`src/tnt_pkg.sv`:
```
package tnt_pkg;

  localparam int POS_W = 16;
  localparam int EDGE_W = POS_W + 1;
  localparam int PROD_W = 2 * EDGE_W + 1;
  localparam int QUEUE_DEPTH = 2;

  localparam int DIV_NUM_W = 48;
  localparam int DIV_DEN_W = 35;
  localparam int DIV_Q_W = 17;

  localparam logic [1:0] MODE_NORMAL_ONLY = 2'd0;
  localparam logic [1:0] MODE_TANGENT_ONLY = 2'd1;
  localparam logic [1:0] MODE_BOTH = 2'd2;

  localparam logic REG_OUTPUT_MODE = 1'b0;

  typedef struct packed {
    logic signed [15:0] pos_x;
    logic signed [15:0] pos_y;
    logic signed [15:0] pos_z;
    logic signed [15:0] tex_u;
    logic signed [15:0] tex_v;
  } in_item_t;

  typedef struct packed {
    logic signed [15:0] normal_x;
    logic signed [15:0] normal_y;
    logic signed [15:0] normal_z;
    logic signed [15:0] tangent_x;
    logic signed [15:0] tangent_y;
    logic signed [15:0] tangent_z;
    logic zero_area;
    logic zero_uv_det;
    logic tangent_clipped;
  } out_item_t;

  typedef struct packed {
    logic signed [EDGE_W-1:0] e1x;
    logic signed [EDGE_W-1:0] e1y;
    logic signed [EDGE_W-1:0] e1z;
    logic signed [EDGE_W-1:0] e2x;
    logic signed [EDGE_W-1:0] e2y;
    logic signed [EDGE_W-1:0] e2z;
    logic signed [EDGE_W-1:0] du1;
    logic signed [EDGE_W-1:0] dv1;
    logic signed [EDGE_W-1:0] du2;
    logic signed [EDGE_W-1:0] dv2;
  } tri_t;

  typedef struct packed {
    logic start;
    logic [DIV_NUM_W-1:0] num;
    logic [DIV_DEN_W-1:0] den;
  } div_req_t;

  typedef struct packed {
    logic busy;
    logic done;
    logic ovf;
    logic [DIV_Q_W-1:0] q;
  } div_rsp_t;

  typedef enum logic [2:0] {
    BK_IDLE,
    BK_MUL,
    BK_MAG,
    BK_NORM,
    BK_SQ,
    BK_SQRT,
    BK_NDIV,
    BK_TDIV
  } back_state_t;

endpackage

```
`src/tnt_fifo.sv`:
```
module tnt_fifo #(
  parameter int DEPTH = tnt_pkg::QUEUE_DEPTH
) (
  input  logic          clk,
  input  logic          rst_n,
  input  logic          push,
  input  tnt_pkg::tri_t push_data,
  output logic          full,
  output logic          pop_valid,
  input  logic          pop,
  output tnt_pkg::tri_t pop_data
);

  localparam int PW = $clog2(DEPTH);
  localparam int CW = $clog2(DEPTH + 1);

  tnt_pkg::tri_t mem_r [DEPTH];
  logic [PW-1:0] wp_r, rp_r;
  logic [CW-1:0] cnt_r;

  assign full = (cnt_r == CW'(DEPTH));
  assign pop_valid = (cnt_r != '0);
  assign pop_data = mem_r[rp_r];

  always_ff @(posedge clk) begin
    if (!rst_n) begin
      wp_r <= '0;
      rp_r <= '0;
      cnt_r <= '0;
    end else begin
      if (push) wp_r <= (wp_r == PW'(DEPTH - 1)) ? '0 : wp_r + 1'b1;
      if (pop) rp_r <= (rp_r == PW'(DEPTH - 1)) ? '0 : rp_r + 1'b1;
      if (push && !pop) cnt_r <= cnt_r + 1'b1;
      else if (pop && !push) cnt_r <= cnt_r - 1'b1;
    end
  end

  always_ff @(posedge clk) begin
    if (push) mem_r[wp_r] <= push_data;
  end

endmodule

```
`config.mk`:
```
export PLATFORM = sky130hd
export DESIGN_NAME = tnt_fifo
export DESIGN_NICKNAME = d
export VERILOG_FILES = /design/src/tnt_pkg.sv /design/src/tnt_fifo.sv
export SDC_FILE = /design/constraint.sdc
export NUM_CORES = 1
export LEC_CHECK = 0
export BUFFER_PORTS_ARGS = -buffer_cell sky130_fd_sc_hd__buf_2
export CORE_UTILIZATION = 50
export CTS_CLUSTER_DIAMETER = 30
export DETAILED_ROUTE_END_ITERATION = 10
export PLACE_DENSITY_LB_ADDON = 0.1
export SETUP_SLACK_MARGIN = 0.15
export SLEW_MARGIN = 0
export SYNTH_ARGS = -nofsm -noshare
export SYNTH_HDL_FRONTEND = slang
export SYNTH_SLANG_ARGS = --single-unit
```
`constraint.sdc`:
```
create_clock -name clk -period 10.6 [get_ports clk]
set_input_delay 1.59 -clock clk [delete_from_list [all_inputs] [get_ports clk]]
set_output_delay 1.59 -clock clk [all_outputs]
set_load 0.01 [all_outputs]
```
==> summary.txt, run 1 <==
Synth
  • Adder-Cell Fraction of Synth Area: less than 1%
  • Ys Warns: 0
  • Mux contribution to synthesized area: 17.8%
  • Yosys reg bits: 345
  • Synth Area in Compound Gates: 0.155%
  • Mapped Area: 12,900 µm²
  • Synth area leaders: edfxtp_1 79%, mux2_4 12%, mux2_2 6.1%
  • Synth Instances: roughly 550
  • Synth top area share: roughly four fifths
  • XOR/XNOR share of the synthesized area: 0.204%
  • Leading area contributor after synthesis: edfxtp_1
  • Netlist cell types: 17
  • Syn Nets: 726
  • Post-Synth Simple-Gate Area: less than 1%
  • Largest family of logic cells by synthesized area: multiplexers
  • Sequential share of the synthesized area: 80.0%
  • Syn Area/Cell: 23.4 µm²

STA
  • Min Hold Slack: 545 ps
  • Setup tns final: 0 ps
  • Final setup violation count: 0
  • Min Tclk post-route: 5390 ps
  • Fin. max-slew vios: 0
  • Endpoints failing hold: 0
  • Clk_skew: 14.4 ps
  • Final period util: 50.8%
  • Tightest Pin Transition: 1120 ps
  • Worst Setup Slack, final: 5210 ps
  • Fmax: 0.186 GHz
  • Relative max-transition margin: 25.4%
  • RSZ-0062 raised after global routing: no

Drt
  • DR vias/cell: 4.93
  • DRC violations left: 0
  • Overall via count from detail_route: 6,632
  • WL final: 25.8 mm
  • DRT iter0 DRCs: 326
  • Drt wl/cell: 19.2 µm
  • Remaining antenna violation count: 0
  • DR pass1 iterations: 4

Power
  • Pwr dens: about 230 nW/µm²
  • Switching portion of total power: 21.6%
  • Clock Power Share: 51.7%
  • Cell Int Power: 3.13 mW
  • Peak VDD IR: 156 µV
  • Reg power frac: 40.3%
  • Comb pwr share: 8.0%
  • Psw: 0.866 mW
  • Total power: ~4 mW
  • P_leak: 6.80 nW

Floorplanning
  • I/O pin count: 346
  • Placeable core region: 25,300 µm²
  • Initial Util: between 50% and 60%
  • Number of core rows: 58
  • Horiz. Die Dim: 163 µm
  • Die area: approximately 26,000 µm²
  • Die Height: 163 µm

Final layout
  • Layout cell share with drive strength beyond 1: between 60% and 70%
  • Fill count: 1,691
  • Area Growth Syn to Fin: 33.6%
  • Post-layout util: 68.2%
  • Storage cell area: 10,300 µm²
  • Finished Layout Cells: 1,345
  • Layout Nets: 1,128
  • Post-route cell area: 17,200 µm²
  • Multi-input gate area: 2410 µm²

Setup path
  • Most used cell, CP: buf_4
  • Critical path required time: roughly 9000 ps
  • R2r endpoint: mem_r[0][50]
  • Flop2flop setup slack: 8370 ps
  • Slowest cell on the critical path: buf_4
  • Crit path largest cell delay: 980 ps
  • Cell Chain, Critical Path: buf_4, buf_4, mux2_4, buf_2
  • Setup crit start kind: flip-flop
  • Reg2reg start: wp_r
  • FF-to-FF path depth: 2
  • WS Path Type: reg2out
  • Crit path DAT: 3800 ps
  • CP endpoint kind: primary output
  • Crit-path max FO: 66

Clock tree
  • CTS clk-pin slew, worst paths: about 50 ps
  • Worst-Skew Late Latency: approximately 540 ps
  • CTS Buf Count: 68
  • Clk sink count: approximately 350
  • Maximum root-to-sink buffer count: 3
  • CTS H-Tree Depth: 3
  • Post-CTS Setup Inserts: 0
  • Hold_buf cts: 0
  • TritonCTS clock tree: yes
  • Root buf cell: clkbuf_16
  • # resized after CTS: 0

Placement
  • Number of port buffers: 345
  • Placement Setup Slack: 5720 ps
  • Inst Count DP: 1,213
  • Placer Congestion: 0.764
  • Placed inst area: 14,900 µm²
  • Detailed Place HPWL: ~17 mm

Global routing
  • Total track usage: 19.3%
  • Initial antenna violation count: 11
  • Vias in the first global route: 7,112
  • Total gr overflow: 0
  • First-pass GRT wire length: 38.0 mm
  • Pin count of the biggest net entering global routing: 84

Hold path
  • Hold path depth: 2
  • HP Class: reg2reg
  • Hold path start: cnt_r[1]
  • Worst hold endpoint: cnt_r[1]

Flow run
  • Max Cap Violations: 0

Status
  • Status: finished, final reports clean
==> cells by family after synthesis <==
family,count (synthesis)
adders and majority gates,1
muxes,170
buffers and inverters,20
and+or+nand+nor,9
xor gates and xnor gates,3
DFF,345
AOI/OAI and AO/OA,3
==> Yosys cell counts, drive strengths merged <==
| cell type | count |
|---|---|
| or3 | 1 |
| mux2 | 170 |
| a21boi | 1 |
| o21ai | 1 |
| nor2b | 3 |
| ha | 1 |
| xor2 | 2 |
| buf | 19 |
| o21a | 1 |
| or2 | 1 |
| dfxtp | 5 |
| edfxtp | 340 |
| xnor2 | 1 |
| and2 | 4 |
| inv | 1 |
==> registers in the layout, indices dropped and copies added (netlist names), named ones only <==
signal	count
cnt_r	2
wp_r	1
mem_r	340
rp_r	1
==> power groups by stage <==
stage	Combinational (mW)	Sequential [mW]	Clock (mW)
global placement	0.316	1.63	0
CTS	0.327	1.61	2.11
detailed placement	0.325	1.64	0
global route	0.344	1.62	2.17
finish	0.321	1.61	2.07
floorplan	0.205	1.63	0
==> layout make-up <==
class                      instances  share of cell area (%)
antenna                            9                   0.131
clock buffer                      76                    10.3
clock inverter                    47                    2.91
inverter                           1                  0.0218
multi-input combinational        186                    14.0
sequential                       345                    59.9
tap                              330                    2.40
timing repair buffer             351                    10.3
==> worst max-delay path: cells and delay by family (launching register included) <==
kind	cells	cell delay [ps]
buffers and inverters	3	1940
multiplexers	1	360
flip-flops	1	880
==> layout by cell type (no fill, tap or decap), types with 2 or more instances in the layout <==
cell type | netlist | layout
clkbuf_16 | 0 | 70
edfxtp_1 | 340 | 340
diode_2 | 0 | 9
inv_8 | 0 | 2
clkinvlp_4 | 0 | 6
xor2_1 | 2 | 2
nor2b_1 | 3 | 2
mux2_4 | 100 | 100
dfxtp_1 | 5 | 4
bufinv_16 | 0 | 7
clkinv_4 | 0 | 7
clkinv_2 | 0 | 9
buf_2 | 7 | 345
clkinv_1 | 0 | 6
inv_6 | 0 | 9
clkbuf_1 | 0 | 6
mux2_2 | 70 | 70
and2_1 | 4 | 3
buf_4 | 0 | 6
==> metal layers <==
| layer | global-route usage, % | share of wire (%) | up-vias |
|---|---|---|---|
| met5 | 0 | 0.085 | - |
| met1 | 21.0 | 35 | 3182 |
| met3 | 7.56 | 10 | 75 |
| met2 | 32.8 | 51 | 323 |
| li1 | - | - | 3048 |
| met4 | 9.73 | 3.1 | 4 |
==> worst max path at each step <==
stage | endpoint | slack (ps) | cells past startpoint
CTS | pop_data[82] | 5130 | 4
global route | pop_data[82] | 5010 | 4
global placement | pop_data[119] | 5840 | 4
detailed placement | pop_data[119] | 5720 | 4
finish | pop_data[82] | 5210 | 4
floorplan | mem_r[0][0] | 910 | 1
Note: power is estimated with default switching activity, not from simulation.
==> run 2, diff against run 1 <==
==> constraint.sdc (replaced) <==
create_clock -name clk -period 5.4 [get_ports clk]
set_input_delay 0.81 -clock clk [delete_from_list [all_inputs] [get_ports clk]]
set_output_delay 0.81 -clock clk [all_outputs]
set_load 0.01 [all_outputs]
==> summary.txt, run 2 (synthesis gave the netlist of run 1 again) <==
Clock tree
  • Hold_buf cts: 0
  • CTS Buf Count: 60
  • # resized after CTS: 0
  • Worst-Skew Late Latency: around 550 ps
  • CTS clk-pin slew, worst paths: 50 ps
  • Maximum root-to-sink buffer count: 3
  • CTS H-Tree Depth: 2
  • TritonCTS clock tree: yes
  • Post-CTS Setup Inserts: 0
  • Clk sink count: 345
  • Root buf cell: clkbuf_16

Global routing
  • Total gr overflow: 0
  • First-pass GRT wire length: 37.6 mm
  • Initial antenna violation count: 10
  • Pin count of the biggest net entering global routing: 102
  • Total track usage: between 10% and 20%
  • Vias in the first global route: 6,943

Setup path
  • Critical path required time: 4590 ps
  • Setup crit start kind: flip-flop
  • Crit-path max FO: 48
  • FF-to-FF path depth: 2
  • Crit path DAT: 2440 ps
  • CP endpoint kind: primary output
  • WS Path Type: reg2out

STA
  • Setup tns final: 0 ps
  • Clk_skew: roughly 16 ps
  • Final period util: 60.1%
  • Relative max-transition margin: 23.2%
  • Tightest Pin Transition: ~1200 ps
  • RSZ-0062 raised after global routing: no
  • Fin. max-slew vios: 0
  • Fmax: 0.308 GHz
  • Min Tclk post-route: 3250 ps
  • Final setup violation count: 0
  • Endpoints failing hold: 0

Floorplanning
  • Horiz. Die Dim: roughly 160 µm
  • Number of core rows: 58
  • I/O pin count: between 300 and 400
  • Die area: around 26,000 µm²
  • Initial Util: 51.0%
  • Die Height: roughly 160 µm
  • Placeable core region: about 25,000 µm²

Drt
  • DRT iter0 DRCs: 378
  • Drt wl/cell: 19.0 µm
  • DR vias/cell: 4.91
  • Remaining antenna violation count: 0
  • Overall via count from detail_route: between 6,000 and 7,000
  • DRC violations left: 0
  • WL final: 25.3 mm
  • DR pass1 iterations: 4

Placement
  • Placer Congestion: just under 0.8
  • Detailed Place HPWL: 16.8 mm
  • Placed inst area: 15,000 µm²
  • Number of port buffers: between 300 and 400
  • Inst Count DP: 1,215

Final layout
  • Layout Nets: between 1,000 and 1,500
  • Finished Layout Cells: approximately 1,300
  • Most common cell after layout, fill and taps aside: buf_2
  • Storage cell area: 10,300 µm²
  • Post-route cell area: 17,100 µm²
  • Largest register FFs: 340
  • Fill count: ~1,700
  • Top Registers: mem_r (340), cnt_r (2)
  • Layout cell share with drive strength beyond 1: 63.0%
  • Multi-input gate area: 2410 µm²
  • Most frequent cells in the layout: 345 x buf_2, 340 x edfxtp_1, 100 x mux2_4
  • Area Growth Syn to Fin: 32.6%
  • Top reg by flops: mem_r

Power
  • P_leak: around 6.7 nW
  • Peak VDD IR: 376 µV
  • Pwr dens: 448 nW/µm²
  • Total power: 7.66 mW

Flow run
  • Max Cap Violations: 0

Status
  • Status: finished, final reports clean

Hold path
  • Hold path depth: 1
  • HP Class: in2reg
run 2: final cells by class:
class / instances / area share, %
Antenna cell: 6 / 0.0878
Clock inverter: 45 / 3.41
Sequential cell: 345 / 60.3
Tap cell: 330 / 2.42
Clock buffer: 64 / 9.00
Multi-Input combinational cell: 186 / 14.1
Timing Repair Buffer: 353 / 10.6
Inverter: 1 / 0.0220
run 2: critical path, stage by stage (launching register included):
cell,delay [ps]
dfxtp_4,770
buf_4,520
mux2_2,410
buf_2,140
run 2: path summary, 6_finish.rpt:
check | slack, ps | endpoint | start
setup / recovery | 2150 | pop_data[19] | flip-flop
setup reg to reg | 3130 | mem_r[1][126] | wp_r
hold reg to reg | 530 | cnt_r[1] | cnt_r[1]
hold / removal | 440 | mem_r[0][152] | push_data[152]
run 2: layer usage:
metal  vias to the layer above  share of wire [%]  GRT usage, %
li1                       3018                  -             -
met1                      3185                 38          21.7
met2                       269                 50          31.9
met3                        52                9.6          7.28
met4                         8                2.1          7.18
met5                         -               0.18             0
run 2: stage by stage:
stage	util, %	worst slack [ps]	hold slack (ps)
2_1_floorplan	-	193	468
3_3_place_gp	59.2	2650	490
3_5_place_dp	59.2	2580	521
4_1_cts	67.6	2100	421
5_1_grt	67.7	2010	428
6_report	67.7	2150	442
run 2: report_power, final:
part	internal (mW)	switching [mW]
Clock	2.63	1.24
Sequential	3.11	0.0471
Combinational	0.324	0.317
