<file path="config.mk">
export PLATFORM = sky130hd
export DESIGN_NAME = tnt_front
export DESIGN_NICKNAME = d
export VERILOG_FILES = /design/src/tnt_pkg.sv /design/src/tnt_front.sv
export SDC_FILE = /design/constraint.sdc
export NUM_CORES = 1
export LEC_CHECK = 0
export BUFFER_PORTS_ARGS = -buffer_cell sky130_fd_sc_hd__clkbuf_2
export CAP_MARGIN = 5
export CORE_MARGIN = 2
export CORE_UTILIZATION = 30
export CTS_CLUSTER_SIZE = 16
export DETAILED_ROUTE_END_ITERATION = 16
export REMOVE_ABC_BUFFERS = 1
export SETUP_SLACK_MARGIN = 0.1
export SLEW_MARGIN = 0
export SYNTH_ARGS = -nofsm -noshare
export SYNTH_HDL_FRONTEND = slang
export SYNTH_SLANG_ARGS = --single-unit
</file>
<file path="constraint.sdc">
create_clock -name clk -period 23.7 [get_ports clk]
set_input_delay 2.37 -clock clk [delete_from_list [all_inputs] [get_ports clk]]
set_output_delay 2.37 -clock clk [all_outputs]
set_load 0.01 [all_outputs]
</file>
<file path="src/tnt_pkg.sv">
package tnt_pkg;

  localparam int POS_W = 16;
  localparam int EDGE_W = POS_W + 1;
  localparam int PROD_W = 2 * EDGE_W + 1;
  localparam int QUEUE_DEPTH = 2;

  localparam int DIV_NUM_W = 48;
  localparam int DIV_DEN_W = 35;
  localparam int DIV_Q_W = 17;

  localparam logic [1:0] MODE_NORMAL_ONLY = 2'd0;
  localparam logic [1:0] MODE_TANGENT_ONLY = 2'd1;
  localparam logic [1:0] MODE_BOTH = 2'd2;

  localparam logic REG_OUTPUT_MODE = 1'b0;

  typedef struct packed {
    logic signed [15:0] pos_x;
    logic signed [15:0] pos_y;
    logic signed [15:0] pos_z;
    logic signed [15:0] tex_u;
    logic signed [15:0] tex_v;
  } in_item_t;

  typedef struct packed {
    logic signed [15:0] normal_x;
    logic signed [15:0] normal_y;
    logic signed [15:0] normal_z;
    logic signed [15:0] tangent_x;
    logic signed [15:0] tangent_y;
    logic signed [15:0] tangent_z;
    logic zero_area;
    logic zero_uv_det;
    logic tangent_clipped;
  } out_item_t;

  typedef struct packed {
    logic signed [EDGE_W-1:0] e1x;
    logic signed [EDGE_W-1:0] e1y;
    logic signed [EDGE_W-1:0] e1z;
    logic signed [EDGE_W-1:0] e2x;
    logic signed [EDGE_W-1:0] e2y;
    logic signed [EDGE_W-1:0] e2z;
    logic signed [EDGE_W-1:0] du1;
    logic signed [EDGE_W-1:0] dv1;
    logic signed [EDGE_W-1:0] du2;
    logic signed [EDGE_W-1:0] dv2;
  } tri_t;

  typedef struct packed {
    logic start;
    logic [DIV_NUM_W-1:0] num;
    logic [DIV_DEN_W-1:0] den;
  } div_req_t;

  typedef struct packed {
    logic busy;
    logic done;
    logic ovf;
    logic [DIV_Q_W-1:0] q;
  } div_rsp_t;

  typedef enum logic [2:0] {
    BK_IDLE,
    BK_MUL,
    BK_MAG,
    BK_NORM,
    BK_SQ,
    BK_SQRT,
    BK_NDIV,
    BK_TDIV
  } back_state_t;

endpackage

</file>
<file path="src/tnt_front.sv">
module tnt_front (
  input  logic             clk,
  input  logic             rst_n,
  input  logic             in_valid,
  input  logic             in_stall,
  input  tnt_pkg::in_item_t in_data,
  output logic             push,
  output tnt_pkg::tri_t    push_data
);

  logic [1:0] slot_r, slot_nxt;
  tnt_pkg::in_item_t c0_r, c1_r;
  logic accept;

  assign accept = in_valid && !in_stall;
  assign push = accept && (slot_r == 2'd2);

  always_comb begin
    slot_nxt = slot_r;
    if (accept) begin
      slot_nxt = (slot_r == 2'd2) ? 2'd0 : slot_r + 2'd1;
    end
  end

  always_ff @(posedge clk) begin
    if (!rst_n) begin
      slot_r <= 2'd0;
    end else begin
      slot_r <= slot_nxt;
    end
  end

  // hold the first two corners
  always_ff @(posedge clk) begin
    if (accept && slot_r == 2'd0) c0_r <= in_data;
    if (accept && slot_r == 2'd1) c1_r <= in_data;
  end

  always_comb begin
    push_data.e1x = 17'(c1_r.pos_x) - 17'(c0_r.pos_x);
    push_data.e1y = 17'(c1_r.pos_y) - 17'(c0_r.pos_y);
    push_data.e1z = 17'(c1_r.pos_z) - 17'(c0_r.pos_z);
    push_data.e2x = 17'(in_data.pos_x) - 17'(c0_r.pos_x);
    push_data.e2y = 17'(in_data.pos_y) - 17'(c0_r.pos_y);
    push_data.e2z = 17'(in_data.pos_z) - 17'(c0_r.pos_z);
    push_data.du1 = 17'(c1_r.tex_u) - 17'(c0_r.tex_u);
    push_data.dv1 = 17'(c1_r.tex_v) - 17'(c0_r.tex_v);
    push_data.du2 = 17'(in_data.tex_u) - 17'(c0_r.tex_u);
    push_data.dv2 = 17'(in_data.tex_v) - 17'(c0_r.tex_v);
  end

endmodule

</file>
==> run metrics, run 1 <==
slew margin rel. 0.479; outcome complete, no violations; Core Util, Final 0.365; max-cap viol count 0; Clock Latency Late Sink 460 ps; Seq/Total Area, Yosys 0.381; PD cells 56.9 nW/um^2; worst hold path type flip-flop to flip-flop; Layout Nets about 1.8k; CP endpoint kind output pin; Critical Path RT 21,330 ps; Num CTS Buffers 17; Yosys top cell by area edfxtp_1; DRT iter0 DRCs 365; hold slack 558 ps; largest net degree at the start of global routing 49; H-tree depth 4; vias in the first global route 10.4k; Reg-to-Reg Start slot_r[1]; fin crit share 0.307; ANT nets after route 0; top cell type's share of synthesized area 0.378; Routed WL 33.4 mm; post-synth cell types 63; wire per inst approximately 16 um; core area 41,900 sq um; xor-xnor portion of the synthesized cell area 0.0634; post-synthesis mux area share 0.00551; DRC viols 0; Hold Vio Cnt, Final 0; Root Buffer clkbuf_16; dominant synthesized flop cell edfxtp_1; Max VDD drop between 0.04 and 0.05 mV; synthesized flop and latch total between 150 and 200; via count 10.5k; die area approximately 44,000 sq um; critical path fanouts, max 4; Post-CTS Hold Buffers 0; Worst-path clk slew 60 ps; post_cts resized 0; row count 75; Leakage Power 6.93 nW; Starting Density 0.304; Port Buf Inserts between 200 and 300; cell count after synthesis 1,321; Hold Startpoint slot_r[0]; Critical Path Start in_data[54]; CTS tree done; GP Congestion 0.886; EDFF count, synth 160; Post-Synthesis Cell Area 12,700 sq um; FMAX approximately 140 MHz; largest family of logic cells by synthesized area compound AO/OA/AOI/OAI gates; I/O Pins 255; Num Clock Sinks around 160; fraction of the mapped netlist area in compound gates 0.187; R2R Setup Slk 22,130 ps; commonest non-fill, non-tap cells in the layout clkbuf_2, inv_1, ha_1, edfxtp_1, a21oi_1; RSZ-0062 raised after global routing no; initial antenna violation count 5; DIE HEIGHT 210 um; All-Layer GR Usage 0.152; synth top area cells edfxtp_1, ha_1, xnor2_1; GRT overflow 0; arrival time at the worst endpoint between 4000 and 5000 ps; fin. max-slew vios 0; fin crit period 7270 ps; Layout Area Growth over Synthesis 20.0%; adder-cell area share of the yosys netlist 0.173; Vias/cell roughly 4.9; Die Width 210 um; Syn. warnings 0; commonest non-fill, non-tap cell in the layout clkbuf_2; nature of the critical path startpoint input pin; final setup vio count 0; first-pass GRT wire length 52.2 mm; Pre-antenna DRT Iters 5; Clock Tree Buf Depth 2; Max Clock Skew 7.32 ps; HPWL Detailed ~27 mm; Crit Path Class input pin to output pin; worst slew pin tran 771 ps; setup tns final 0 ps; layout cells sized above 1 0.192; Post-synth ARST share 0; Simple-Gate Fraction of Synth Area 0.134; synthesized area per cell between 9 and 10 sq um; setup repair bufs after CTS 0
[logic make-up after synthesis]
logic type               count (synthesis)
adder cells (fa/ha/maj)                170
AND/OR/NAND/NOR                        345
buffers and inverters                  188
AO/OA/AOI/OAI                          357
XOR/XNOR                                92
multiplexers                             7
flip-flops                             162
[sequential cells by signal (all words and copies together) (netlist names)]
signal  flops
c0_r       80
slot_r      2
c1_r       80
[cells in the mapped netlist, drive strengths merged (7+ instances only)]
cell type and instances:
a21o 43, nand2 66, and3 15, fa 10, inv 172, edfxtp 160
a21boi 20, xor2 17, o211ai 12, o21ai 62, a31oi 10, xnor2 75
a21oi 97, a221oi 8, nand2b 15, or2 8, ha 160, nand3 28
clkbuf 13, nor2 93, nor4 7, o21bai 7, o31ai 13, nor3b 7
a211oi 13, o21a 19, mux2i 7, nor2b 43, nor3 40
[power by group]
part           total [mW]  switching, mW  internal (mW)
sequential          0.328        0.00271          0.326
clock               0.298          0.122          0.176
combinational       0.243          0.144         0.0990
total               0.869          0.268          0.600
[worst paths after layout]
kind | end | cells after the start
setup / recovery | push_data[98] | 9
hold / removal | slot_r[0] | 2
setup reg to reg | c0_r[78] | 2
hold reg to reg | slot_r[0] | 2
[layout make-up]
| cell class | instances | area (sq um) |
|---|---|---|
| repair buffers | 259 | 1310 |
| flip-flops and latches | 162 | 4840 |
| well taps | 539 | 674 |
| multi-input cells | 971 | 7160 |
| clock buffers | 18 | 429 |
| clock inverters | 14 | 188 |
| diodes | 3 | 7.51 |
| inverters | 172 | 646 |
| fillers | 4248 | 26600 |
[critical path, cell delays in order]
cell and delay [ps]:
clkbuf_2 100, ha_1 340, a21o_1 200, or3_1 320
o211ai_1 300, a21boi_0 210, o31ai_1 380, a21boi_0 460
clkbuf_2 220
[per-layer routing]
layer,wire length (um),track usage
met2,16400,0.266
met1,14400,0.175
met4,733,0.0599
met3,1740,0.0416
met5,26,0
[per-stage QoR]
step / total power, mW / area, sq um / instances / setup WS [ps]
2_1_floorplan: 0.490 / 12600 / 1305 / 14580
3_3_place_gp: 0.576 / 14600 / 2103 / 16420
3_5_place_dp: 0.579 / 14600 / 2103 / 16360
4_1_cts: 0.882 / 15300 / 2135 / 16350
5_1_grt: 0.917 / 15300 / 2136 / 16220
6_report: 0.869 / 15300 / 2138 / 16430
Power figures use the tool's default switching activity.
==> run 2, diff against run 1 <==
--- a/config.mk
+++ b/config.mk
@@ -5,6 +5,7 @@
 export SDC_FILE = /design/constraint.sdc
 export NUM_CORES = 1
 export LEC_CHECK = 0
+export ABC_AREA = 1
 export BUFFER_PORTS_ARGS = -buffer_cell sky130_fd_sc_hd__clkbuf_2
 export CAP_MARGIN = 5
 export CORE_MARGIN = 2
==> constraint.sdc (replaced) <==
create_clock -name clk -period 6.3 [get_ports clk]
set_input_delay 0.63 -clock clk [delete_from_list [all_inputs] [get_ports clk]]
set_output_delay 0.63 -clock clk [all_outputs]
set_load 0.01 [all_outputs]
==> run 2 against run 1 <==
Worst setup slack worse by 13000 ps. Synthesized area is 18% higher. Register-to-register slack worse by 18000 ps. Cell area grew 16%. Combinational power increased to 4.2 times the previous value. Core utilization is 0.75 points lower. Sequential power grew to 3.8 times the previous value.
==> run metrics, run 2 <==
fin crit period 3110 ps; Critical Path RT 5670 ps (-15,660 ps); part of the power in combinational logic 0.304 (+0.025); Syn. warnings 0 (unchanged); Crit Reg-Reg Endpoint c1_r[27]; worst slew pin tran 701 ps (-70.3 ps); Hold Path Stages 1 (-1); Num Clock Sinks 162 (unchanged); nature of the critical path startpoint flip-flop; ANT nets after route 0 (unchanged); arrival time at the worst endpoint 2480 ps (-2420 ps); met1 Use GR 0.196 (+0.0204); setup repair bufs after CTS 0 (unchanged); wire per inst 12.2 um (-22%); busiest grt layer met2; Num CTS Buffers 17 (unchanged); Max Clock Skew 11.5 ps (+4.19 ps); synthesized flop and latch total 162 (unchanged); Seq/Total Area, Yosys 0.322 (-0.0587); GP Congestion 0.917 (+3.6%); worst hold path type input pin to flip-flop; crit path to push_data[59]; most common cell in the netlist nand2_1; clock share of power 0.325 (-0.018); dominant synthesized flop cell edfxtp_1; synth top area cells edfxtp_1, nand2_1, inv_1; Critical Path Start c0_r[16]; initial antenna violation count 3 (-2); internal power 2.21 mW (+270%); Post-Synthesis Cell Area 15,000 sq um (+18%); post_cts resized 0 (unchanged); vias in the first global route 12.8k (+23%); DRT iter0 DRCs 613 (+68%); Worst-path clk slew 70 ps (about the same); worst r2r path cells 4 (+2); commonest non-fill, non-tap cells in the layout nand2_1, inv_1, clkbuf_2; setup tns final 0 ps (unchanged); max-cap viol count 0 (unchanged); Hold Vio Cnt, Final 0 (unchanged); HPWL Detailed 33.6 mm (+22%); Top Registers c0_r (80), c1_r (80), slot_r (2); P_sw 1.12 mW (+320%); Crit Path Class flip-flop to output pin; post-synth cell types 14 (-78%); register share of total power 0.371 (-0.007); All-Layer GR Usage 0.156 (+0.00395); Layout Area Growth over Synthesis 18.3%; H-tree depth 4 (unchanged); Post-synth ARST share 0 (unchanged); final setup vio count 0 (unchanged); cell count after synthesis 2,268 (+72%); GRT overflow 0 (unchanged); Leakage Power 10.7 nW (+54%); Yosys top cell by area edfxtp_1; Port Buf Inserts 254 (unchanged); synthesized area per cell 6.63 sq um (-31%); Routed WL 39.5 mm (+18%); outcome complete, no violations; CTS tree done; Fill cells 5,427 (+28%); layout cells sized above 1 0.114 (-0.0775); switch share 0.335 (+0.0260); Max VDD drop 0.162 mV (+240%); I/O Pins 255 (unchanged); commonest non-fill, non-tap cell in the layout nand2_1; die area 51,900 sq um (+18%); first-pass GRT wire length 64.4 mm (+23%); Clock Tree Buf Depth 2 (unchanged); CP endpoint kind output pin; Post-CTS Hold Buffers 0 (unchanged); row count 82 (+9.3%); DRC viols 0 (unchanged); Pre-antenna DRT Iters 6 (+1); critical path fanouts, max 3 (-1); Layout Nets 2,797 (+52%); PD cells 187 nW/um^2 (+230%); Clock Latency Late Sink 470 ps (about the same); EDFF count, synth 160 (unchanged); Hold Startpoint in_data[64]; Vias/cell 4.20 (-14%); DIE HEIGHT 228 um (+8.6%); FMAX 322 MHz; hold slack 363 ps (-195 ps); GR Util met2 0.263 (-0.00321); Root Buffer clkbuf_16; Die Width 228 um (+8.6%); GR Util met3 0.0390 (-0.00260); fin. max-slew vios 0 (unchanged); largest net degree at the start of global routing 49 (unchanged); total power 3.33 mW (+280%); core area 49,800 sq um (+19%); top post-synthesis cells by count nand2_1, inv_1, edfxtp_1, ha_1, nand3_1; fin crit share 0.494; slew margin rel. 0.533 (+0.0536); RSZ-0062 raised after global routing no; Starting Density 0.302 (-0.00178); top cell type's share of synthesized area 0.320 (-0.0582); Reg-to-Reg Start slot_r[1]; via count 13.6k (+29%); R2R Setup Slk 4290 ps (-17,840 ps)
-- run 2: changes by cell type after synthesis, moves of 30 or more --
| cell | delta |
|---|---|
| a21o_1 | -43 |
| inv_1 | +407 |
| nand3_1 | +87 |
| o21ai_0 | -59 |
| nand2_1 | +873 |
| xor2_1 | +30 |
| xnor2_1 | -52 |
| nor2b_1 | -43 |
-- run 2: worst min-delay path by stage --
stage           endpoint
2_1_floorplan  slot_r[1]
3_3_place_gp   slot_r[1]
3_5_place_dp   slot_r[1]
4_1_cts         c0_r[64]
5_1_grt         c0_r[64]
6_report        c0_r[64]
-- run 2: worst max-delay path: stages, from the launching register on --
cell and delay, ps:
edfxtp_1 400, ha_1 260, fa_1 460, inv_1 80, nand2_1 50, nand2_1 100
nand3_1 70, nand2_1 140, xor2_1 250, clkbuf_2 180
-- run 2: area by class of cell --
class | instances | area, sq um | area share
tap | 672 | 841 | 0.0473
multi-input combinational | 1527 | 8010 | 0.451
antenna | 2 | 5.00 | 0.000282
clock inverter | 15 | 180 | 0.0101
timing repair buffer | 256 | 1290 | 0.0724
inverter | 579 | 2180 | 0.123
sequential | 162 | 4840 | 0.273
clock buffer | 17 | 425 | 0.0239
-- run 2: per-layer routing --
layer / up-vias / share of wire / wire length (um)
li1: 7439 / - / -
met1: 5865 / 0.47 / 18700
met2: 229 / 0.46 / 18300
met3: 29 / 0.051 / 2010
met4: 2 / 0.014 / 534
met5: - / 0.00033 / 13
-- run 2: power groups by stage --
stage | Sequential, mW | Clock [mW] | Combinational, mW
6_report | 1.23 | 1.08 | 1.01
5_1_grt | 1.24 | 1.16 | 1.15
4_1_cts | 1.23 | 1.12 | 1.03
3_5_place_dp | 1.26 | 0 | 1.02
3_3_place_gp | 1.26 | 0 | 1.02
2_1_floorplan | 1.26 | 0 | 0.651
-- run 2: logic make-up after synthesis --
logic type,share of synthesized area
AND/OR/NAND/NOR,0.312
flip-flops,0.322
adder cells (fa/ha/maj),0.147
buffers and inverters,0.145
XOR/XNOR,0.0408
AO/OA/AOI/OAI,0.0340
-- run 2: through the flow --
| stage | util | instance area, sq um | worst slack (ps) | std cells |
|---|---|---|---|---|
| floorplan | - | 15000 | 3410 | 2268 |
| global placement | 0.345 | 17200 | 3380 | 3196 |
| detailed placement | 0.345 | 17200 | 3360 | 3196 |
| CTS | 0.357 | 17800 | 3110 | 3228 |
| global route | 0.357 | 17800 | 2970 | 3230 |
| finish | 0.357 | 17800 | 3190 | 3230 |
