<file path="src/tnt_pkg.sv">
package tnt_pkg;

  localparam int POS_W = 16;
  localparam int EDGE_W = POS_W + 1;
  localparam int PROD_W = 2 * EDGE_W + 1;
  localparam int QUEUE_DEPTH = 2;

  localparam int DIV_NUM_W = 48;
  localparam int DIV_DEN_W = 35;
  localparam int DIV_Q_W = 17;

  localparam logic [1:0] MODE_NORMAL_ONLY = 2'd0;
  localparam logic [1:0] MODE_TANGENT_ONLY = 2'd1;
  localparam logic [1:0] MODE_BOTH = 2'd2;

  localparam logic REG_OUTPUT_MODE = 1'b0;

  typedef struct packed {
    logic signed [15:0] pos_x;
    logic signed [15:0] pos_y;
    logic signed [15:0] pos_z;
    logic signed [15:0] tex_u;
    logic signed [15:0] tex_v;
  } in_item_t;

  typedef struct packed {
    logic signed [15:0] normal_x;
    logic signed [15:0] normal_y;
    logic signed [15:0] normal_z;
    logic signed [15:0] tangent_x;
    logic signed [15:0] tangent_y;
    logic signed [15:0] tangent_z;
    logic zero_area;
    logic zero_uv_det;
    logic tangent_clipped;
  } out_item_t;

  typedef struct packed {
    logic signed [EDGE_W-1:0] e1x;
    logic signed [EDGE_W-1:0] e1y;
    logic signed [EDGE_W-1:0] e1z;
    logic signed [EDGE_W-1:0] e2x;
    logic signed [EDGE_W-1:0] e2y;
    logic signed [EDGE_W-1:0] e2z;
    logic signed [EDGE_W-1:0] du1;
    logic signed [EDGE_W-1:0] dv1;
    logic signed [EDGE_W-1:0] du2;
    logic signed [EDGE_W-1:0] dv2;
  } tri_t;

  typedef struct packed {
    logic start;
    logic [DIV_NUM_W-1:0] num;
    logic [DIV_DEN_W-1:0] den;
  } div_req_t;

  typedef struct packed {
    logic busy;
    logic done;
    logic ovf;
    logic [DIV_Q_W-1:0] q;
  } div_rsp_t;

  typedef enum logic [2:0] {
    BK_IDLE,
    BK_MUL,
    BK_MAG,
    BK_NORM,
    BK_SQ,
    BK_SQRT,
    BK_NDIV,
    BK_TDIV
  } back_state_t;

endpackage

</file>
<file path="src/tnt_div.sv">
module tnt_div (
  input  logic              clk,
  input  logic              rst_n,
  input  tnt_pkg::div_req_t req,
  output tnt_pkg::div_rsp_t rsp
);

  localparam int NW = tnt_pkg::DIV_NUM_W;
  localparam int DW = tnt_pkg::DIV_DEN_W;
  localparam int QW = tnt_pkg::DIV_Q_W;

  logic active_r, done_r, ovf_r;
  logic [4:0] cnt_r;
  logic [DW-1:0] rem_r, den_r;
  logic [QW-1:0] qsh_r;
  logic [DW:0] trial;
  logic take;

  // restoring division, one quotient bit a cycle
  assign trial = {rem_r, qsh_r[QW-1]};
  assign take = (trial >= {1'b0, den_r});

  always_ff @(posedge clk) begin
    if (!rst_n) begin
      active_r <= 1'b0;
      done_r <= 1'b0;
    end else begin
      done_r <= 1'b0;
      if (req.start) begin
        active_r <= 1'b1;
      end else if (active_r && cnt_r == 5'(QW - 1)) begin
        active_r <= 1'b0;
        done_r <= 1'b1;
      end
    end
  end

  always_ff @(posedge clk) begin
    if (req.start) begin
      cnt_r <= '0;
      den_r <= req.den;
      ovf_r <= ({4'b0, req.num[NW-1:QW]} >= req.den);
      rem_r <= {4'b0, req.num[NW-1:QW]};
      qsh_r <= req.num[QW-1:0];
    end else if (active_r) begin
      cnt_r <= cnt_r + 5'd1;
      rem_r <= take ? DW'(trial - {1'b0, den_r}) : DW'(trial);
      qsh_r <= {qsh_r[QW-2:0], take};
    end
  end

  assign rsp.busy = active_r;
  assign rsp.done = done_r;
  assign rsp.ovf = ovf_r;
  assign rsp.q = qsh_r;

endmodule

</file>
<file path="src/tnt_back.sv">
module tnt_back (
  input  logic               clk,
  input  logic               rst_n,
  input  logic               tri_valid,
  input  tnt_pkg::tri_t      tri_data,
  output logic               tri_pop,
  input  logic [1:0]         mode,
  output logic               res_valid,
  output tnt_pkg::out_item_t res,
  input  logic               res_take
);

  localparam int PW = tnt_pkg::PROD_W;

  tnt_pkg::back_state_t state_r, state_nxt;
  tnt_pkg::tri_t tri_r;
  logic [3:0] cnt_r;
  logic mvalid_r;
  logic [3:0] mtag_r;
  logic signed [61:0] mul_r, acc_r, prod;
  logic signed [30:0] a_op, b_op;
  logic signed [PW-1:0] res_r [7];
  logic [33:0] m_r [3];
  logic [63:0] x_r, r_r, bit_r, rb, x_nxt, r_nxt;
  logic [4:0] k_r;
  logic [30:0] len_r;
  logic [1:0] i_r;
  logic [2:0] nidx;
  logic dwait_r, done_r;
  logic zn_r, zd_r, clip_r;
  logic signed [15:0] nrm_r [3];
  logic signed [15:0] tan_r [3];
  logic issue, hi, in_range;
  logic [33:0] nmag, dmag;
  logic nneg;
  logic [16:0] q;
  tnt_pkg::div_req_t dreq;
  tnt_pkg::div_rsp_t drsp;
  logic want_n, want_t;

  function automatic logic signed [30:0] sx(input logic signed [16:0] v);
    return {{14{v[16]}}, v};
  endfunction

  function automatic logic [33:0] absv(input logic signed [PW-1:0] v);
    logic signed [PW-1:0] n;
    n = v[PW-1] ? -v : v;
    return n[33:0];
  endfunction

  tnt_div u_div (.clk(clk), .rst_n(rst_n), .req(dreq), .rsp(drsp));

  // operand select for the shared multiplier
  always_comb begin
    a_op = '0;
    b_op = '0;
    if (state_r == tnt_pkg::BK_SQ) begin
      a_op = {1'b0, m_r[cnt_r[1:0]][29:0]};
      b_op = {1'b0, m_r[cnt_r[1:0]][29:0]};
    end else begin
      case (cnt_r)
        4'd0: begin a_op = sx(tri_r.e1y); b_op = sx(tri_r.e2z); end
        4'd1: begin a_op = sx(tri_r.e1z); b_op = sx(tri_r.e2y); end
        4'd2: begin a_op = sx(tri_r.e1z); b_op = sx(tri_r.e2x); end
        4'd3: begin a_op = sx(tri_r.e1x); b_op = sx(tri_r.e2z); end
        4'd4: begin a_op = sx(tri_r.e1x); b_op = sx(tri_r.e2y); end
        4'd5: begin a_op = sx(tri_r.e1y); b_op = sx(tri_r.e2x); end
        4'd6: begin a_op = sx(tri_r.du1); b_op = sx(tri_r.dv2); end
        4'd7: begin a_op = sx(tri_r.du2); b_op = sx(tri_r.dv1); end
        4'd8: begin a_op = sx(tri_r.e1x); b_op = sx(tri_r.dv2); end
        4'd9: begin a_op = sx(tri_r.e2x); b_op = sx(tri_r.dv1); end
        4'd10: begin a_op = sx(tri_r.e1y); b_op = sx(tri_r.dv2); end
        4'd11: begin a_op = sx(tri_r.e2y); b_op = sx(tri_r.dv1); end
        4'd12: begin a_op = sx(tri_r.e1z); b_op = sx(tri_r.dv2); end
        4'd13: begin a_op = sx(tri_r.e2z); b_op = sx(tri_r.dv1); end
        default: begin a_op = '0; b_op = '0; end
      endcase
    end
  end

  assign prod = a_op * b_op;
  assign issue = (state_r == tnt_pkg::BK_MUL && cnt_r <= 4'd13) ||
                 (state_r == tnt_pkg::BK_SQ && cnt_r <= 4'd2);

  assign hi = |{m_r[0][33:30], m_r[1][33:30], m_r[2][33:30]};
  assign in_range = |{m_r[0][33:29], m_r[1][33:29], m_r[2][33:29]};

  // integer square root step
  assign rb = r_r + bit_r;
  always_comb begin
    if (x_r >= rb) begin
      x_nxt = x_r - rb;
      r_nxt = (r_r >> 1) + bit_r;
    end else begin
      x_nxt = x_r;
      r_nxt = r_r >> 1;
    end
  end

  assign nidx = 3'(i_r) + 3'd4;
  assign nmag = absv(res_r[nidx]);
  assign dmag = absv(res_r[3]);
  assign nneg = res_r[nidx][PW-1] ^ res_r[3][PW-1];
  assign q = drsp.q;

  always_comb begin
    dreq.start = !dwait_r && drsp.done == 1'b0 &&
                 (state_r == tnt_pkg::BK_NDIV ||
                  (state_r == tnt_pkg::BK_TDIV && res_r[3] != '0));
    if (state_r == tnt_pkg::BK_NDIV) begin
      dreq.num = 48'({m_r[i_r][29:0], 14'b0}) + 48'(len_r >> 1);
      dreq.den = 35'(len_r);
    end else begin
      dreq.num = 48'({nmag, 12'b0}) + 48'(dmag >> 1);
      dreq.den = 35'(dmag);
    end
  end

  always_comb begin
    state_nxt = state_r;
    case (state_r)
      tnt_pkg::BK_IDLE: if (tri_valid && !done_r) state_nxt = tnt_pkg::BK_MUL;
      tnt_pkg::BK_MUL: if (mvalid_r && mtag_r == 4'd13) state_nxt = tnt_pkg::BK_MAG;
      tnt_pkg::BK_MAG: state_nxt = tnt_pkg::BK_NORM;
      tnt_pkg::BK_NORM: begin
        if (zn_r) state_nxt = tnt_pkg::BK_TDIV;
        else if (!hi && in_range) state_nxt = tnt_pkg::BK_SQ;
      end
      tnt_pkg::BK_SQ: if (mvalid_r && mtag_r == 4'd2) state_nxt = tnt_pkg::BK_SQRT;
      tnt_pkg::BK_SQRT: if (k_r == 5'd0) state_nxt = tnt_pkg::BK_NDIV;
      tnt_pkg::BK_NDIV: if (drsp.done && i_r == 2'd2) state_nxt = tnt_pkg::BK_TDIV;
      tnt_pkg::BK_TDIV: begin
        if (res_r[3] == '0 || (drsp.done && i_r == 2'd2)) state_nxt = tnt_pkg::BK_IDLE;
      end
      default: state_nxt = tnt_pkg::BK_IDLE;
    endcase
  end

  assign tri_pop = (state_r == tnt_pkg::BK_IDLE) && tri_valid && !done_r;

  always_ff @(posedge clk) begin
    if (!rst_n) begin
      state_r <= tnt_pkg::BK_IDLE;
      mvalid_r <= 1'b0;
      dwait_r <= 1'b0;
      done_r <= 1'b0;
    end else begin
      state_r <= state_nxt;
      mvalid_r <= issue;
      if (dreq.start) dwait_r <= 1'b1;
      else if (drsp.done) dwait_r <= 1'b0;
      if (state_r == tnt_pkg::BK_TDIV && state_nxt == tnt_pkg::BK_IDLE) done_r <= 1'b1;
      else if (res_take) done_r <= 1'b0;
    end
  end

  always_ff @(posedge clk) begin
    mul_r <= prod;
    mtag_r <= cnt_r;
    if (issue) cnt_r <= cnt_r + 4'd1;
    case (state_r)
      tnt_pkg::BK_IDLE: begin
        // hold the finished result until it has been handed on
        if (!done_r) begin
          tri_r <= tri_data;
          cnt_r <= '0;
          zn_r <= 1'b0;
          zd_r <= 1'b0;
          clip_r <= 1'b0;
          i_r <= '0;
          for (int j = 0; j < 3; j++) begin
            nrm_r[j] <= '0;
            tan_r[j] <= '0;
          end
        end
      end
      tnt_pkg::BK_MUL: begin
        if (mvalid_r) begin
          if (!mtag_r[0]) acc_r <= mul_r;
          else res_r[mtag_r[3:1]] <= PW'(acc_r - mul_r);
        end
      end
      tnt_pkg::BK_MAG: begin
        for (int j = 0; j < 3; j++) m_r[j] <= absv(res_r[j]);
        zn_r <= (res_r[0] == '0) && (res_r[1] == '0) && (res_r[2] == '0);
      end
      tnt_pkg::BK_NORM: begin
        // scale all three magnitudes so the max is in [2^29, 2^30)
        if (!zn_r) begin
          if (hi) begin
            for (int j = 0; j < 3; j++) m_r[j] <= m_r[j] >> 1;
          end else if (!in_range) begin
            for (int j = 0; j < 3; j++) m_r[j] <= m_r[j] << 1;
          end
        end
        cnt_r <= '0;
      end
      tnt_pkg::BK_SQ: begin
        if (mvalid_r) begin
          if (mtag_r == 4'd0) acc_r <= mul_r;
          else acc_r <= acc_r + mul_r;
          if (mtag_r == 4'd2) begin
            x_r <= 64'(acc_r + mul_r);
            r_r <= '0;
            bit_r <= 64'd1 << 62;
            k_r <= 5'd31;
          end
        end
      end
      tnt_pkg::BK_SQRT: begin
        x_r <= x_nxt;
        r_r <= r_nxt;
        bit_r <= bit_r >> 2;
        k_r <= k_r - 5'd1;
        if (k_r == 5'd0) len_r <= r_nxt[30:0];
      end
      tnt_pkg::BK_NDIV: begin
        if (drsp.done) begin
          nrm_r[i_r] <= res_r[i_r][PW-1] ? -16'(q) : 16'(q);
          i_r <= (i_r == 2'd2) ? 2'd0 : i_r + 2'd1;
        end
      end
      tnt_pkg::BK_TDIV: begin
        if (res_r[3] == '0) begin
          zd_r <= 1'b1;
        end else if (drsp.done) begin
          if (nneg) begin
            if (drsp.ovf || q > 17'd32768) begin
              tan_r[i_r] <= 16'sh8000;
              clip_r <= 1'b1;
            end else begin
              tan_r[i_r] <= -16'(q);
            end
          end else begin
            if (drsp.ovf || q > 17'd32767) begin
              tan_r[i_r] <= 16'sh7fff;
              clip_r <= 1'b1;
            end else begin
              tan_r[i_r] <= 16'(q);
            end
          end
          i_r <= i_r + 2'd1;
        end
      end
      default: ;
    endcase
  end

  assign want_n = (mode != tnt_pkg::MODE_TANGENT_ONLY);
  assign want_t = (mode != tnt_pkg::MODE_NORMAL_ONLY);
  assign res_valid = done_r;

  always_comb begin
    res.normal_x = want_n ? nrm_r[0] : '0;
    res.normal_y = want_n ? nrm_r[1] : '0;
    res.normal_z = want_n ? nrm_r[2] : '0;
    res.tangent_x = want_t ? tan_r[0] : '0;
    res.tangent_y = want_t ? tan_r[1] : '0;
    res.tangent_z = want_t ? tan_r[2] : '0;
    res.zero_area = want_n && zn_r;
    res.zero_uv_det = want_t && zd_r;
    res.tangent_clipped = want_t && clip_r;
  end

  a_div_idle: assert property (@(posedge clk) disable iff (!rst_n)
    dreq.start |-> !drsp.busy)
    else $error("divider started while busy");

  a_pop_idle: assert property (@(posedge clk) disable iff (!rst_n)
    tri_pop |-> state_r == tnt_pkg::BK_IDLE && !res_valid)
    else $error("triangle taken while busy");

  a_norm_range: assert property (@(posedge clk) disable iff (!rst_n)
    res_valid |-> res.normal_x <= 16'sd16384 && res.normal_x >= -16'sd16384 &&
                  res.normal_z <= 16'sd16384 && res.normal_z >= -16'sd16384)
    else $error("normal component out of range");

  a_zero_det: assert property (@(posedge clk) disable iff (!rst_n)
    res_valid && res.zero_uv_det |-> !res.tangent_clipped && res.tangent_x == '0)
    else $error("flat uv gave a tangent");

endmodule

</file>
<file path="config.mk">
export PLATFORM = sky130hd
export DESIGN_NAME = tnt_back
export DESIGN_NICKNAME = d
export VERILOG_FILES = /design/src/tnt_pkg.sv /design/src/tnt_div.sv /design/src/tnt_back.sv
export SDC_FILE = /design/constraint.sdc
export NUM_CORES = 2
export LEC_CHECK = 0
export ABC_CLOCK_PERIOD_IN_PS = 14600
export BUFFER_PORTS_ARGS = -buffer_cell sky130_fd_sc_hd__buf_4
export CAP_MARGIN = 5
export CORE_ASPECT_RATIO = 1.25
export CORE_MARGIN = 5
export CORE_UTILIZATION = 65
export CTS_CLUSTER_SIZE = 10
export DETAILED_ROUTE_END_ITERATION = 12
export GPL_TIMING_DRIVEN = 0
export PLACE_DENSITY = 0.79
export SYNTH_ARGS = -nofsm -noshare
export SYNTH_HDL_FRONTEND = slang
export SYNTH_HIERARCHICAL = 1
export SYNTH_SLANG_ARGS = --single-unit
</file>
<file path="constraint.sdc">
create_clock -name clk -period 14.6 [get_ports clk]
set_input_delay 0 -clock clk [delete_from_list [all_inputs] [get_ports clk]]
set_output_delay 0 -clock clk [all_outputs]
set_load 0.005 [all_outputs]
</file>
==> run summary, run 1 <==
CTS Buf Count -> 130
Total gr overflow -> 39
Starting Density -> 0.655
Placed Cells -> 12782
Die Ht -> 448 um
First-pass GRT wire length -> 684000 um
Mapped Area -> 0.0999 mm2
GP Congestion -> 1.19
Mapped Cells -> 10435
All-Layer GR Usage -> 0.595
Synthesized area per cell -> 9.57 um2
Number of global-route vias before repair -> 98420
PortBufs -> 276
Synthesis Warnings -> 6
Root buf cell -> clkbuf_16
Row count -> 160
Die Span X -> 361 um
Clock Sinks -> 1084
Postcts setup bufs -> 0
Outcome -> stopped before the end
IO Count -> 277
Largest net degree at the start of global routing -> 110
Failing step -> global routing (5_1_grt)
Post-DP Area -> 0.105 mm2
Htree depth -> 4
Log Error -> [ERROR GRT-0116] Global routing finished with congestion. Check the congestion regions in the DRC Viewer.
Clk buf depth -> 3
Post-DP HPWL -> 308000 um
-- per-stage QoR --
stage,util,worst slack [ns],hold WS (ns),setup TNS [ns]
after floorplan,-,4.11,0.0952,0
after global placement,0.685,-1.03,0.179,-8.15
after detailed placement,0.691,-0.928,0.179,-4.78
after CTS,0.740,0.0844,0.0951,0
-- layer usage --
layer  GRT overflow  GRT usage
met5              0      0.142
met4             18      0.587
met3              1      0.338
met2             20      0.844
met1              0      0.594
-- repair_timing --
item | CTS
setup endpoints to repair | 13
hold buffers | 344
resized for setup | 18
endpoints found under the hold margin | 178
==> inputs of run 2 (changes only) <==
--- a/config.mk
+++ b/config.mk
@@ -8,13 +8,11 @@
 export ABC_CLOCK_PERIOD_IN_PS = 14600
 export BUFFER_PORTS_ARGS = -buffer_cell sky130_fd_sc_hd__buf_4
 export CAP_MARGIN = 5
-export CORE_ASPECT_RATIO = 1.25
 export CORE_MARGIN = 5
-export CORE_UTILIZATION = 65
-export CTS_CLUSTER_SIZE = 10
+export CORE_UTILIZATION = 40
 export DETAILED_ROUTE_END_ITERATION = 12
 export GPL_TIMING_DRIVEN = 0
-export PLACE_DENSITY = 0.79
+export PLACE_DENSITY_LB_ADDON = 0.15
 export SYNTH_ARGS = -nofsm -noshare
 export SYNTH_HDL_FRONTEND = slang
 export SYNTH_HIERARCHICAL = 1
==> run 2 against run 1 <==
Area after synthesis unchanged. Synthesized cell count did not move. The flow now finishes without violations.
==> run summary, run 2 <==
Fill count -> 23810
CTS Buf Count -> 131 (+0.77%)
Synthesis Warnings -> 6 (unchanged)
Clk buf depth -> 3 (unchanged)
Worst-case reg-to-reg path depth -> 40
Max reg flops -> 280
Postcts setup bufs -> 0 (unchanged)
1st-pass router iterations -> 8
First-pass GRT wire length -> 557000 um
Hold Violations, Final -> 0
Worst R2R Start -> cnt_r[1]
Post-DP HPWL -> 310000 um (+0.45%)
Post-Layout Inst Area -> 0.115 mm2
CP max-delay cell -> nor2_1
Layout cells sized above 1 -> 0.0687
Critical path's largest stage delay -> 0.98 ns
Most frequent cells in the layout -> inv_1, nor2_1, nand2_1
Row count -> 183 (+14%)
Largest net degree at the start of global routing -> 106
HP Start -> rst_n
Most common cell after layout, fill and taps aside -> inv_1
R2R Setup Slk -> 0.55 ns
Die Span X -> 510 um (+41%)
WL/cell -> 25.9 um
Reg2reg end -> mul_r[61]
RSZ-0062 raised after global routing -> false
Fin Hold WS -> 0.156 ns
Starting Density -> 0.402 (-0.253)
Peak Freq -> 71.2 MHz
Total die area -> 0.260 mm2
Hold path endpoint -> state_r[0]
Top cell by count, worst path -> fa_1
Outcome -> finished, final reports clean
Arrival time worst endpoint -> 14.74 ns
Root buf cell -> clkbuf_16
Nets -> 12988
Critical Path Start -> cnt_r[1]
WP data required -> 15.30 ns
Clock latency on the worst-skew pair -> 0.80 ns
IO Count -> 277 (unchanged)
Top delay family on crit path -> adder cells
Count of final setup violators -> 0
WS Path Type -> flop to flop
Tmin final -> 14.05 ns
DRC -> 0
Clock Sinks -> 1084 (unchanged)
Htree depth -> 4 (unchanged)
Worst rel slew slack -> 0.0125
DP Worst Slack -> -0.0140 ns (+0.914 ns)
Number of global-route vias before repair -> 83810
All-Layer GR Usage -> 0.290
CP Max Fanout -> 11
Final worst slack -> 0.555 ns
Final Slew Violations -> 0
Period Utilization, post-route -> 0.962
Worst slew pin tran -> 1.48 ns
GP Congestion -> 1.01 (-15%)
Detailed Route WL -> 381000 um
Core Area -> 0.249 mm2
Initial DRC Count -> 7445
Vias per cell -> 5.57
PortBufs -> 276 (unchanged)
Mapped Cells -> 10435 (unchanged)
Total gr overflow -> 0
Vias -> 81945
Hold depth -> 3
CTS tree -> yes
CP endpoint kind -> flop
Hold WC Path Type -> input port to flop
DRT antenna net count -> 0
Mapped Area -> 0.0999 mm2 (unchanged)
Clk slew on worst S/H paths -> 0.07 ns
Post-layout util -> 0.463
Buf/Inv on CP -> 13
Initial antenna violation count -> 22
Worst setup SP type -> flop
Max cap viols -> 0
Clock Skew -> 0.0431 ns
Post-DP Area -> 0.107 mm2 (+2.0%)
Die Ht -> 510 um (+14%)
Synthesized area per cell -> 9.57 um2 (unchanged)
Area Overhead vs Synth -> 15.2%
-- run 2: through the flow --
| stage | TNS (ns) | std cells |
|---|---|---|
| after detailed placement | -0.0140 | 14112 |
| after global placement | -1.32 | 14044 |
| after global routing | 0 | 14694 |
| after CTS | 0 | 14685 |
| final | 0 | 14701 |
| after floorplan | 0 | 10438 |
-- run 2: worst max-delay path by stage --
stage / to / slack [ns] / cells past startpoint
after floorplan: mul_r[59] / 4.11 / 32
after global placement: mul_r[59] / -0.41 / 34
after detailed placement: mul_r[59] / -0.01 / 35
after CTS: mul_r[59] / 0.39 / 33
after global routing: mul_r[61] / 0.04 / 39
final: mul_r[61] / 0.55 / 40
-- run 2: layout make-up --
type / count / area (um2) / area share
buffer: 458 / 1800 / 0.0157
inverter: 1412 / 5310 / 0.0461
tap: 3330 / 4170 / 0.0362
sequential: 1084 / 31700 / 0.275
antenna: 15 / 37.5 / 0.000326
clock buffer: 162 / 3530 / 0.0307
timing repair buffer: 688 / 6510 / 0.0566
clock inverter: 68 / 583 / 0.00507
multi-input combinational: 7484 / 61500 / 0.534
-- run 2: routing by layer --
metal / up-vias / part of all wire / GRT usage
met2: 3182 / 0.47 / 0.480
met3: 758 / 0.065 / 0.0462
met1: 41259 / 0.40 / 0.369
met4: 2 / 0.062 / 0.149
met5: - / 0.00020 / 0.00201
li1: 36744 / - / -
-- run 2: repair_timing --
item	in CTS	in global routing
gates resized for setup	1	3
endpoints found under the hold margin	178	0
endpoints found under the setup margin	1	3
hold buffers	343	0
-- run 2: worst reg2reg max path, delay by kind of cell (launching register included) --
| family | cells | cell delay, ns |
|---|---|---|
| adders and majority gates | 10 | 5.11 |
| buffers and inverters | 13 | 3.19 |
| AOI/OAI and AO/OA | 7 | 2.59 |
| and+or+nand+nor | 8 | 2.30 |
| DFF | 1 | 0.46 |
| xor gates and xnor gates | 1 | 0.17 |
| muxes | 1 | 0.16 |
Power of run 2 is not shown: default switching activity piles up to over one toggle a cycle in this logic, so the estimate is an artifact.
